==> config.mk <==
export PLATFORM = sky130hd
export DESIGN_NAME = bbcm_div
export DESIGN_NICKNAME = d
export VERILOG_FILES = /design/src/design/bbcm_pkg.sv /design/src/design/bbcm_div.sv
export SDC_FILE = /design/constraint.sdc
export NUM_CORES = 1
export LEC_CHECK = 0
export ABC_CLOCK_PERIOD_IN_PS = 5200
export BUFFER_PORTS_ARGS = -buffer_cell sky130_fd_sc_hd__buf_2
export CAP_MARGIN = 20
export CORE_MARGIN = 2
export CORE_UTILIZATION = 35
export CTS_CLUSTER_DIAMETER = 50
export DETAILED_ROUTE_END_ITERATION = 7
export GPL_ROUTABILITY_DRIVEN = 0
export REMOVE_ABC_BUFFERS = 1
export SLEW_MARGIN = 20
export SYNTH_ARGS = -nofsm -noshare
export SYNTH_HDL_FRONTEND = slang
export SYNTH_SLANG_ARGS = --single-unit
==> constraint.sdc <==
create_clock -name i_clk -period 5.2 [get_ports i_clk]
set_input_delay 0.52 -clock i_clk [delete_from_list [all_inputs] [get_ports i_clk]]
set_output_delay 0.52 -clock i_clk [all_outputs]
set_load 0.03 [all_outputs]
==> src/design/bbcm_pkg.sv <==
// Shared types and constants of the clipped-window box blur.
// No dependencies; every other file refers to this package by scoped names.
`default_nettype none

package bbcm_pkg;

    localparam int MAX_WIDTH  = 4096;
    localparam int MAX_HEIGHT = 4096;
    localparam int MAX_RADIUS = 15;
    localparam int RING_ROWS  = 2 * MAX_RADIUS + 2;

    localparam int COL_W  = $clog2(MAX_WIDTH);
    localparam int ROW_W  = $clog2(RING_ROWS);
    localparam int ADDR_W = ROW_W + COL_W;
    localparam int DIM_W  = 13;
    localparam int POS_W  = 25;
    localparam int SUM_W  = 26;
    localparam int NUM_W  = 26;
    localparam int CNT_W  = 10;
    localparam int LAG_W  = 17;

    // configuration register indexes
    localparam logic [1:0] CFG_RADIUS = 2'd0;
    localparam logic [1:0] CFG_WIDTH  = 2'd1;
    localparam logic [1:0] CFG_HEIGHT = 2'd2;
    localparam logic [1:0] CFG_DEEP   = 2'd3;

    // request codes
    localparam logic REQ_PIXEL = 1'b0;
    localparam logic REQ_FLUSH = 1'b1;

    typedef logic [63:0] t_pixel;

    typedef struct packed {
        logic        req_type;
        logic [15:0] in_blue;
        logic [15:0] in_green;
        logic [15:0] in_red;
        logic [15:0] in_alpha;
    } t_in_word;

    typedef struct packed {
        logic [15:0] out_blue;
        logic [15:0] out_green;
        logic [15:0] out_red;
        logic [15:0] out_alpha;
        logic        frame_end;
        logic        skipped;
    } t_out_word;

endpackage

`default_nettype wire

==> src/design/bbcm_div.sv <==
// Restoring divider, one quotient bit per cycle.
// Depends on bbcm_pkg for operand widths.
`default_nettype none

module bbcm_div (
    input  wire logic                          i_clk,
    input  wire logic                          i_rst_n,
    input  wire logic                          i_start,
    input  wire logic [bbcm_pkg::NUM_W-1:0]    i_num,
    input  wire logic [bbcm_pkg::DIM_W-1:0]    i_den,
    output logic                               o_done,
    output logic [bbcm_pkg::NUM_W-1:0]         o_quot,
    output logic [bbcm_pkg::DIM_W-1:0]         o_rem
);

    localparam int CW = $clog2(bbcm_pkg::NUM_W);

    logic                          r_busy;
    logic                          r_done;
    logic [CW-1:0]                 r_cnt;
    logic [bbcm_pkg::NUM_W-1:0]    r_q;
    logic [bbcm_pkg::DIM_W-1:0]    r_rem;
    logic [bbcm_pkg::DIM_W-1:0]    r_den;
    logic [bbcm_pkg::DIM_W:0]      trial;
    logic [bbcm_pkg::DIM_W:0]      diff;

    // shift in the next numerator bit and try to subtract
    always_comb begin
        trial = {r_rem, r_q[bbcm_pkg::NUM_W-1]};
        diff  = trial - {1'b0, r_den};
    end

    always_ff @(posedge i_clk) begin
        if (!i_rst_n) begin
            r_busy <= 1'b0;
            r_done <= 1'b0;
            r_cnt  <= '0;
        end else begin
            r_done <= 1'b0;
            if (i_start) begin
                r_busy <= 1'b1;
                r_cnt  <= '0;
            end else if (r_busy) begin
                r_cnt <= r_cnt + 1'b1;
                if (r_cnt == CW'(bbcm_pkg::NUM_W - 1)) begin
                    r_busy <= 1'b0;
                    r_done <= 1'b1;
                end
            end
        end
    end

    // datapath
    always_ff @(posedge i_clk) begin
        if (i_start) begin
            r_q   <= i_num;
            r_rem <= '0;
            r_den <= i_den;
        end else if (r_busy) begin
            if (trial >= {1'b0, r_den}) begin
                r_rem <= diff[bbcm_pkg::DIM_W-1:0];
                r_q   <= {r_q[bbcm_pkg::NUM_W-2:0], 1'b1};
            end else begin
                r_rem <= trial[bbcm_pkg::DIM_W-1:0];
                r_q   <= {r_q[bbcm_pkg::NUM_W-2:0], 1'b0};
            end
        end
    end

    assign o_done = r_done;
    assign o_quot = r_q;
    assign o_rem  = r_rem;

endmodule

`default_nettype wire

==> summary.md, run 1 <==
| Metric | Value |
|---|---|
| Vias per inst | `4.907` |
| Detailed-route via count | `roughly 2300` |
| Max Clock Freq | `~370 MHz` |
| Critical Path RT | `5.28 ns` |
| Net Sw Power | `between 400 and 500 µW` |
| Fin. max-slew vios | `0` |
| H-Tree Depth | `3` |
| Hold Startpoint | `i_den[12]` |
| Synth Instances | `roughly 270` |
| CTS root buffer | `clkbuf_8` |
| Startpoint Class | `flip-flop` |
| DIE HEIGHT | `a little under 100 µm` |
| Core area | `approximately 8600 µm²` |
| Gr usage total | `13.97%` |
| Crit path buf inv count | `2` |
| Post-synthesis sequential area ratio | `about half` |
| Synth warnings | `0` |
| Crit. End Element | `flip-flop` |
| Skew-Pair Late Insertion Delay | `0.34 ns` |
| Most used cell along the critical path | `inv_1` |
| Most frequent cells in the layout | `buf_2, edfxtp_1, nand2_1` |
| Reg power frac | `about two fifths` |
| Post-CTS Setup Inserts | `0` |
| Final hold vios | `0` |
| Ant diodes | `0` |
| Clk pwr share | `37.0%` |
| Number of flops mapped to enable cells by yosys | `39` |
| Drt initial violations | `95` |
| Row count | `34` |
| Worst flop-to-flop path endpoint | `o_quot[0]` |
| Fraction of registers with async set/reset | `0%` |
| Initial antenna violation count | `0` |
| Hold endpoint | `r_den[12]` |
| R2R Setup Slk | `between 2 and 2.5 ns` |
| CP max FO | `14` |
| Final net count | `406` |
| Area Overhead vs Synth | `24.06%` |
| Avg Cell Area, Syn | `~12 µm²` |
| Status | `completed` |
| RSZ-0062 raised after global routing | `no` |
| Sw Ratio | `approximately 29%` |
| DRC viols | `0` |
| Hold path cells | `1` |
| Largest net degree at the start of global routing | `54` |
| Combinational cell fraction of total power | `22.7%` |
| Resize count post-CTS | `0` |
| Tcrit/Tclk final | `a little over half` |
| Clock Tree Buf Depth | `2` |
| Hold Crit Class | `input pin to flip-flop` |
| Crit-path cells | `inv_1, ha_1, inv_1, fa_1, a21o_2, a221oi_2, a211o_2, nand2_2, mux2_2` |
| CP Data Arrival Time | `about 2.8 ns` |
| Post-DP HPWL | `roughly 4.5 mm` |
| Cts bufs inserted | `9` |
| Setup TNS | `0 ns` |
| Int Power | `just over 1000 µW` |
| Die X | `97.70 µm` |
| Final wirelength | `6.402 mm` |
| #FFs+latches synth | `59` |
| Finish-stage setup viols | `0` |
| Final min period | `about 2.7 ns` |
| TritonCTS Sinks | `just under 60` |
| Critical path's slowest cell | `edfxtp_1` |
| Total gr overflow | `0` |
| Critical path type | `flip-flop to flip-flop` |
| Worst-margin pin slew | `0.6918 ns` |
| Slew HR | `a little over half` |
| Drt wl/cell | `between 10 and 15 µm` |
| Main flop type after synthesis | `edfxtp_1` |
| Setup WS pre-CTS | `about 2.5 ns` |
| I/O pins | `82` |
| Crit path largest cell delay | `around 0.42 ns` |
| Yosys cell types | `48` |
| Initial core utilization | `a little over a third` |
| VDD IR max | `0.1871 mV` |
| Drt pass-1 iters | `4` |
| Max_cap viols | `0` |
| IO buf count | `81` |
| Leakage | `roughly 0.0016 µW` |
| Pwr per Cell Area | `between 300 and 400 nW/µm²` |
| Delay-heaviest family, CP | `compound AO/OA/AOI/OAI gates` |
| Layout cells sized above 1 | `between 30% and 40%` |
| CTS Hold Bufs | `0` |
| First-pass GRT wire length | `10.75 mm` |
| Critical R2R Launch | `o_quot[25]` |
| Vias in the first global route | `roughly 2300` |
| Clock transition at path regs | `0.07 ns` |
| Area of the mapped netlist | `3073 µm²` |
| Antenna-violating nets left | `0` |
| Die footprint | `9545 µm²` |
| Final Worst Setup Slack | `between 2 and 2.5 ns` |
| Setup Skew | `approximately 0.013 ns` |
| TritonCTS clock tree | `built` |
| R2r worst-path depth | `9` |
| Most common library cell in the layout ignoring fill and taps | `buf_2` |
==> Yosys cell counts (2+ instances only) <==
master	n	share of area [%]
a211oi_1	3	0.73
edfxtp_1	39	38
nand2b_1	3	0.61
o21a_1	3	0.73
inv_1	18	2.2
a311oi_2	5	2.4
nor2_1	19	2.3
a31oi_1	2	0.41
a311oi_1	7	2.0
clkbuf_1	2	0.24
o21ai_0	4	0.65
mux2_2	26	9.5
xnor2_1	4	1.1
nor2b_1	4	0.81
xor2_1	7	2.0
buf_1	5	0.61
o211ai_1	2	0.49
dfxtp_1	20	13
nand2_1	29	3.5
a21o_1	3	0.73
ha_1	15	6.1
a21oi_1	9	1.5
nand4b_1	2	0.57
nand4_1	4	0.81
o31ai_1	3	0.73
nand3_1	4	0.65
mux2i_1	2	0.65
==> area by class of cell <==
class / count / area (µm²)
fillers: 838 / 4823
flip-flops and latches: 59 / 1572
multi-input cells: 177 / 1365
repair buffers: 83 / 420.4
clock buffers: 12 / 155.1
well taps: 108 / 135.1
clock inverters: 4 / 97.59
inverters: 18 / 67.56
==> worst max path at each step <==
stage | start | to | slack, ns | cells past startpoint
after floorplan | o_quot[25] | o_quot[0] | 2.59 | 9
after global placement | i_start | o_quot[13] | 2.57 | 4
after detailed placement | o_quot[25] | o_quot[0] | 2.49 | 9
after CTS | o_quot[25] | o_quot[0] | 2.47 | 9
after global routing | o_quot[25] | o_quot[0] | 2.33 | 9
final | o_quot[25] | o_quot[0] | 2.48 | 9
==> metal layers <==
| metal | track usage [%] | vias up | part of all wire [%] | wire length (µm) |
|---|---|---|---|---|
| met1 | 18.02 | 1051 | 47 | 3005 |
| met3 | 5.540 | 9 | 7.3 | 470 |
| li1 | - | 1141 | - | - |
| met4 | 4.808 | 0 | 1.4 | 90 |
| met2 | 21.49 | 61 | 44 | 2837 |
| met5 | 0 | - | 0 | 0 |
==> worst register-to-register path, stage by stage, from the launching register on <==
cell,delay [ns]
edfxtp_1,0.42
inv_1,0.08
ha_1,0.16
inv_1,0.05
fa_1,0.40
a21o_2,0.26
a221oi_2,0.36
a211o_2,0.21
nand2_2,0.19
mux2_2,0.33
==> power groups by stage <==
stage / clock network, µW / logic, µW / registers [µW]
after CTS: 537 / 326 / 577
after floorplan: 0 / 165 / 649
final: 528 / 324 / 576
after global routing: 557 / 356 / 582
after global placement: 0 / 322 / 585
after detailed placement: 0 / 325 / 585
==> through the flow <==
step / util (%) / hold WS (ns) / total power [µW] / std cells / cell area [µm²]
final: 44.15 / 0.3520 / 1427 / 461 / 3812
after global routing: 44.15 / 0.3383 / 1494 / 461 / 3812
after CTS: 44.12 / 0.3367 / 1440 / 461 / 3810
after detailed placement: 41.19 / 0.5114 / 910.0 / 445 / 3557
after global placement: 41.19 / 0.5001 / 907.3 / 445 / 3557
after floorplan: - / 0.4794 / 813.8 / 254 / 3002
==> state kept, by name, summed over array words and instances, names as in the netlist <==
name    cells
r_den      13
o_done      1
o_rem      13
o_quot     26
r_cnt       5
r_busy      1
==> cells by family after synthesis <==
family                   share of synthesized area, %
AND/OR/NAND/NOR                                 11.36
AO/OA/AOI/OAI                                   12.91
flip-flops                                      51.14
adder cells (fa/ha/maj)                         6.759
multiplexers                                    10.18
XOR/XNOR                                        3.135
buffers and inverters                           4.519
(Power assumes the default switching activity.)
==> inputs of run 2 (changes only) <==
--- a/config.mk
+++ b/config.mk
@@ -5,7 +5,7 @@
 export SDC_FILE = /design/constraint.sdc
 export NUM_CORES = 1
 export LEC_CHECK = 0
-export ABC_CLOCK_PERIOD_IN_PS = 5200
+export ABC_CLOCK_PERIOD_IN_PS = 2550
 export BUFFER_PORTS_ARGS = -buffer_cell sky130_fd_sc_hd__buf_2
 export CAP_MARGIN = 20
 export CORE_MARGIN = 2
==> constraint.sdc (replaced) <==
create_clock -name i_clk -period 2.55 [get_ports i_clk]
set_input_delay 0.255 -clock i_clk [delete_from_list [all_inputs] [get_ports i_clk]]
set_output_delay 0.255 -clock i_clk [all_outputs]
set_load 0.03 [all_outputs]
==> summary.md, run 2 (same netlist as run 1, synthesis figures left out) <==
| Metric | Value |
|---|---|
| Status | `completed` |
| Max Clock Freq | `401.9 MHz (+9.2%)` |
| VDD IR max | `0.3443 mV (+84%)` |
| Net Sw Power | `879.3 µW (+110%)` |
| Hold path cells | `1 (unchanged)` |
| TritonCTS Sinks | `59 (unchanged)` |
| Delay-heaviest family, CP | `compound AO/OA/AOI/OAI gates` |
| Leakage | `0.001648 µW (+1.6%)` |
| Critical R2R Launch | `o_quot[25]` |
| Final net count | `415 (+2.2%)` |
| Final min period | `2.488 ns (-0.2299 ns)` |
| Ant diodes | `0 (unchanged)` |
| Total gr overflow | `0 (unchanged)` |
| Die footprint | `9545 µm² (unchanged)` |
| Critical path type | `flip-flop to flip-flop` |
| Core area | `8636 µm² (unchanged)` |
| Clock Tree Buf Depth | `2 (unchanged)` |
| CP max FO | `7 (-7)` |
| Drt initial violations | `61 (-36%)` |
| CTS root buffer | `clkbuf_8` |
| Hold endpoint | `r_den[0]` |
| Clock transition at path regs | `0.08 ns (about the same)` |
| Crit. End Element | `flip-flop` |
| Tcrit/Tclk final | `97.57% (+45 points)` |
| Crit path buf inv count | `3 (+1)` |
| Setup TNS | `0 ns (unchanged)` |
| RSZ-0062 raised after global routing | `yes` |
| Critical path's slowest cell | `edfxtp_1` |
| I/O pins | `82 (unchanged)` |
| Pwr per Cell Area | `704.3 nW/µm² (+88%)` |
| DIE HEIGHT | `97.70 µm (unchanged)` |
| R2R Setup Slk | `0.06 ns (-2.42 ns)` |
| DRC viols | `0 (unchanged)` |
| Crit path largest cell delay | `0.41 ns (about the same)` |
| Startpoint Class | `flip-flop` |
| Most frequent cells in the layout | `buf_2, edfxtp_1, mux2_2, nand2_1, dfxtp_1` |
| Row count | `34 (unchanged)` |
| Worst-margin pin slew | `0.4356 ns (-0.2562 ns)` |
| Post-DP HPWL | `4.508 mm (+1.1%)` |
| Layout cells sized above 1 | `42.54% (+3.4 points)` |
| IO buf count | `81 (unchanged)` |
| Int Power | `1855 µW (+82%)` |
| Die X | `97.70 µm (unchanged)` |
| Critical Path RT | `2.81 ns (-2.47 ns)` |
| Vias in the first global route | `2315 (+0.39%)` |
| Critical path depth in cells | `11 (+2)` |
| Most common library cell in the layout ignoring fill and taps | `buf_2` |
| CP Data Arrival Time | `2.75 ns (-0.05 ns)` |
| Combinational cell fraction of total power | `26.2% (+3.5 points)` |
| TritonCTS clock tree | `built` |
| Reg power frac | `42.8% (+2.5 points)` |
| Finish-stage setup viols | `0 (unchanged)` |
| Hold Startpoint | `i_den[0]` |
| Area Overhead vs Synth | `26.34%` |
| First-pass GRT wire length | `10.89 mm (+1.3%)` |
| Hold Crit Class | `input pin to flip-flop` |
| Initial core utilization | `35.58% (unchanged)` |
| Drt pass-1 iters | `6 (+2)` |
| Final hold vios | `0 (unchanged)` |
| Setup Skew | `0.01327 ns (+0.0007535 ns)` |
| Final wirelength | `6.524 mm (+1.9%)` |
| Cts bufs inserted | `9 (unchanged)` |
| Drt wl/cell | `13.88 µm (about the same)` |
| Largest net degree at the start of global routing | `36 (-33%)` |
| Skew-Pair Late Insertion Delay | `0.34 ns (about the same)` |
| R2r worst-path depth | `11 (+2)` |
| Multi-input gate area | `1419 µm² (+3.9%)` |
| Detailed-route via count | `2319 (+2.5%)` |
| H-Tree Depth | `3 (unchanged)` |
| Flip-flop and latch area | `1572 µm² (unchanged)` |
| Fillers | `836 (-0.24%)` |
| Max_cap viols | `0 (unchanged)` |
| Slew HR | `70.96% (+17 points)` |
| Final instance area | `3882 µm² (+1.8%)` |
| Fin. max-slew vios | `0 (unchanged)` |
| Max reg flops | `26 (unchanged)` |
| Placed Instance Area | `3600 µm² (+1.2%)` |
| Initial antenna violation count | `0 (unchanged)` |
| Gr usage total | `14.20% (+0.22 points)` |
| Sw Ratio | `32.15% (+3.4 points)` |
| Worst flop-to-flop path endpoint | `o_rem[2]` |
| Vias per inst | `4.934 (+0.56%)` |
| Antenna-violating nets left | `0 (unchanged)` |
| Crit-path cells | `inv_1, ha_2, inv_2, fa_2, a21o_4, a221oi_4, a211o_2, nand2_4, buf_6, mux2i_1, o31ai_1` |
| CTS Hold Bufs | `0 (unchanged)` |
| Clk pwr share | `30.9% (-6.1 points)` |
## run 2: changes by cell type in the layout (fill, tap and decap cells not counted), moves of 2 or more
cell,previous run,this run
a311oi_2,5,7
clkinv_4,0,2
buf_4,2,8
bufinv_16,3,1
nand2_1,28,26
a311oi_1,7,5
clkinv_2,0,2
clkbuf_8,11,9
## run 2: area by class of cell
type                            instances  area share [%]
Clock buffer                            9           3.190
Clock inverter                          7           1.772
Inverter                               18           1.740
Multi-Input combinational cell        178           36.55
Sequential cell                        59           40.48
Tap cell                              108           3.481
Timing Repair Buffer                   91           12.79
## run 2: power groups by stage
stage	Sequential (µW)	Clock (µW)	Combinational, µW
2_1_floorplan	1320	0	337
3_3_place_gp	1190	0	674
3_5_place_dp	1190	0	679
4_1_cts	1170	878	688
5_1_grt	1190	908	789
6_report	1170	846	717
## run 2: metrics by stage
stage | utilization, % | worst slack (ns) | power, µW | cells | hold slack (ns)
2_1_floorplan | - | -0.05992 | 1659 | 254 | 0.3229
4_1_cts | 44.05 | 0.002093 | 2739 | 465 | 0.06448
3_3_place_gp | 41.68 | 0.1232 | 1864 | 449 | 0.4340
5_1_grt | 44.96 | -0.05919 | 2882 | 470 | 0.06745
3_5_place_dp | 41.68 | -0.03232 | 1870 | 449 | 0.4331
6_report | 44.96 | 0.06200 | 2735 | 470 | 0.08419
## run 2: worst max-delay path by stage
stage	start	to	slack [ns]
after floorplan	o_quot[25]	o_quot[0]	-0.06
after global placement	o_quot[25]	o_rem[11]	0.12
after detailed placement	o_quot[25]	o_rem[12]	-0.03
after CTS	o_quot[25]	o_rem[12]	0.002
after global routing	o_quot[25]	o_rem[2]	-0.06
final	o_quot[25]	o_rem[2]	0.06
## run 2: timing repair
item | CTS | global route
pin swaps | 0 | 11
gates cloned | 0 | 1
gates resized for setup | 1 | 13
buffers inserted | 0 | 4
setup endpoints to repair | 13 | 14
## run 2: layer usage
layer | up-vias | share of wire [%] | global-route usage, %
met5 | - | 0 | 0
met4 | 0 | 1.1 | 5.128
met3 | 7 | 7.6 | 6.115
met2 | 64 | 45 | 21.80
met1 | 1082 | 46 | 17.91
li1 | 1166 | - | -
## run 2: worst reg2reg max path, cell delays in order (launching register included)
cell	delay, ns
edfxtp_1	0.41
inv_1	0.08
ha_2	0.18
inv_2	0.04
fa_2	0.37
a21o_4	0.23
a221oi_4	0.31
a211o_2	0.24
nand2_4	0.07
buf_6	0.14
mux2i_1	0.12
o31ai_1	0.22
==> inputs of run 3 (changes only) <==
--- a/config.mk
+++ b/config.mk
@@ -7,9 +7,9 @@
 export LEC_CHECK = 0
 export ABC_CLOCK_PERIOD_IN_PS = 2550
 export BUFFER_PORTS_ARGS = -buffer_cell sky130_fd_sc_hd__buf_2
-export CAP_MARGIN = 20
 export CORE_MARGIN = 2
 export CORE_UTILIZATION = 35
+export CTS_BUF_LIST = sky130_fd_sc_hd__clkbuf_16
 export CTS_CLUSTER_DIAMETER = 50
 export DETAILED_ROUTE_END_ITERATION = 7
 export GPL_ROUTABILITY_DRIVEN = 0
==> summary.md, run 3 (same netlist as run 1, synthesis figures left out) <==
| Metric | Value |
|---|---|
| CP max FO | `7 (unchanged)` |
| Final net count | `415 (unchanged)` |
| Hold_ws | `0.1046 ns (+0.02036 ns)` |
| Hold Crit Class | `input pin to flip-flop` |
| Drt initial violations | `63 (+3.3%)` |
| Placed Instance Area | `3600 µm² (unchanged)` |
| Fillers | `831 (-0.60%)` |
| Total gr overflow | `0 (unchanged)` |
| Status | `completed` |
| Crit. End Element | `flip-flop` |
| CP Capture Point | `o_rem[2]` |
| Gr usage total | `14.30% (+0.11 points)` |
| Final wirelength | `6.560 mm (+0.55%)` |
| Critical R2R Launch | `o_quot[25]` |
| Clock transition at path regs | `0.06 ns (-0.02 ns)` |
| Ant diodes | `0 (unchanged)` |
| Worst flop-to-flop path endpoint | `o_rem[2]` |
| Crit path buf inv count | `3 (unchanged)` |
| Slew HR | `70.86% (-0.098 points)` |
| Leakage | `0.001694 µW (+2.8%)` |
| TritonCTS clock tree | `built` |
| Vias per inst | `4.964 (+0.60%)` |
| Initial antenna violation count | `0 (unchanged)` |
| DIE HEIGHT | `97.70 µm (unchanged)` |
| Delay-heaviest family, CP | `compound AO/OA/AOI/OAI gates` |
| Finished Core Util | `46.10% (+1.1 points)` |
| Critical Path RT | `2.79 ns (-0.02 ns)` |
| Clock Tree Buf Depth | `2 (unchanged)` |
| Setup Skew | `0.009539 ns (-0.003735 ns)` |
| CP Data Arrival Time | `2.72 ns (-0.03 ns)` |
| Drt wl/cell | `13.96 µm (+0.55%)` |
| Crit path largest cell delay | `0.40 ns (about the same)` |
| RSZ-0062 raised after global routing | `yes` |
| Final instance area | `3981 µm² (+2.5%)` |
| Post-DP HPWL | `4.508 mm (unchanged)` |
| Row count | `34 (unchanged)` |
| Layout cells sized above 1 | `42.27% (-0.28 points)` |
| R2R Setup Slk | `0.07 ns (about the same)` |
| Pwr per Cell Area | `774.0 nW/µm² (+9.9%)` |
| I/O pins | `82 (unchanged)` |
| Cts bufs inserted | `9 (unchanged)` |
| Startpoint Class | `flip-flop` |
| Critical path type | `flip-flop to flip-flop` |
| CP Launch Point | `o_quot[25]` |
| Area Overhead vs Synth | `29.56%` |
| DRC viols | `0 (unchanged)` |
| Overall power | `3082 µW (+13%)` |
| Die footprint | `9545 µm² (unchanged)` |
| Most common library cell in the layout ignoring fill and taps | `buf_2` |
| IO buf count | `81 (unchanged)` |
| Critical path depth in cells | `11 (unchanged)` |
| Max reg flops | `26 (unchanged)` |
| H-Tree Depth | `3 (unchanged)` |
| Fin. max-slew vios | `0 (unchanged)` |
| R2r worst-path depth | `11 (unchanged)` |
| Antenna-violating nets left | `0 (unchanged)` |
| Initial core utilization | `35.58% (unchanged)` |
| Final min period | `2.480 ns (-0.007626 ns)` |
| Max Clock Freq | `403.2 MHz (+0.31%)` |
| CTS root buffer | `clkbuf_16` |
| Die X | `97.70 µm (unchanged)` |
| Tcrit/Tclk final | `97.27% (-0.30 points)` |
| Skew-Pair Late Insertion Delay | `0.32 ns (-0.02 ns)` |
| Largest net degree at the start of global routing | `36 (unchanged)` |
| Drt pass-1 iters | `4 (-2)` |
| Detailed-route via count | `2333 (+0.60%)` |
| VDD IR max | `0.4023 mV (+17%)` |
| Finish-stage setup viols | `0 (unchanged)` |
| Final hold vios | `0 (unchanged)` |
| First-pass GRT wire length | `10.98 mm (+0.88%)` |
| Crit-path cells | `inv_1, ha_2, inv_2, fa_2, a21o_4, a221oi_4, a211o_2, nand2_4, buf_6, mux2i_1, o31ai_1` |
| TritonCTS Sinks | `59 (unchanged)` |
| Most frequent cells in the layout | `buf_2, edfxtp_1, nand2_1` |
| Vias in the first global route | `2330 (+0.65%)` |
| Core area | `8636 µm² (unchanged)` |
| Critical path's slowest cell | `edfxtp_1` |
| Worst-margin pin slew | `0.4371 ns (+0.001477 ns)` |
| Max_cap viols | `0 (unchanged)` |
## run 3: cell count changes in the layout (fill, tap and decap cells not counted)
cell and change:
clkbuf_16 +9, clkbuf_8 -9, nand2_1 +1, nand2_2 -1
## run 3: per-stage QoR
| stage | std cells | setup WS, ns | setup TNS, ns |
|---|---|---|---|
| global route | 470 | -0.05535 | -0.3040 |
| finish | 470 | 0.06963 | 0 |
| CTS | 465 | 0.005188 | 0 |
| detailed placement | 449 | -0.03232 | -0.09789 |
| floorplan | 254 | -0.05992 | -0.05992 |
| global placement | 449 | 0.1232 | 0 |
## run 3: power by group
| group | total [µW] | switching (µW) | internal [µW] |
|---|---|---|---|
| combinational | 717 | 429 | 288 |
| clock | 1190 | 440 | 752 |
| sequential | 1170 | 51.6 | 1120 |
## run 3: how the worst min path moves through the flow
stage | start | to | slack, ns | depth (start not counted)
CTS | i_den[0] | r_den[0] | 0.09 | 1
global placement | i_den[0] | r_den[0] | 0.43 | 1
detailed placement | i_den[6] | r_den[6] | 0.43 | 1
global route | i_den[9] | r_den[9] | 0.09 | 1
finish | i_den[0] | r_den[0] | 0.10 | 1
floorplan | i_start | o_rem[10] | 0.32 | 1
## run 3: layout make-up
class	instances	area, µm²	area share, %
clock buffers	9	225.2	5.657
clock inverters	7	68.82	1.728
inverters	18	67.56	1.697
multi-input cells	178	1416	35.58
flip-flops and latches	59	1572	39.47
well taps	108	135.1	3.394
repair buffers	91	496.7	12.48
## run 3: layer usage
layer / global-route usage, % / up-vias / wire (µm)
li1: - / 1169 / -
met1: 18.32 / 1090 / 2976
met2: 21.86 / 70 / 3016
met3: 6.115 / 4 / 523
met4: 4.808 / 0 / 44
met5: 0 / - / 0
## run 3: repair_timing
action	in CTS	in global routing
setup buffers	0	4
pin swaps	0	11
setup endpoints to repair	12	14
gates cloned	0	1
gates resized for setup	1	12
hold buffers	0	0
endpoints found under the hold margin	0	0
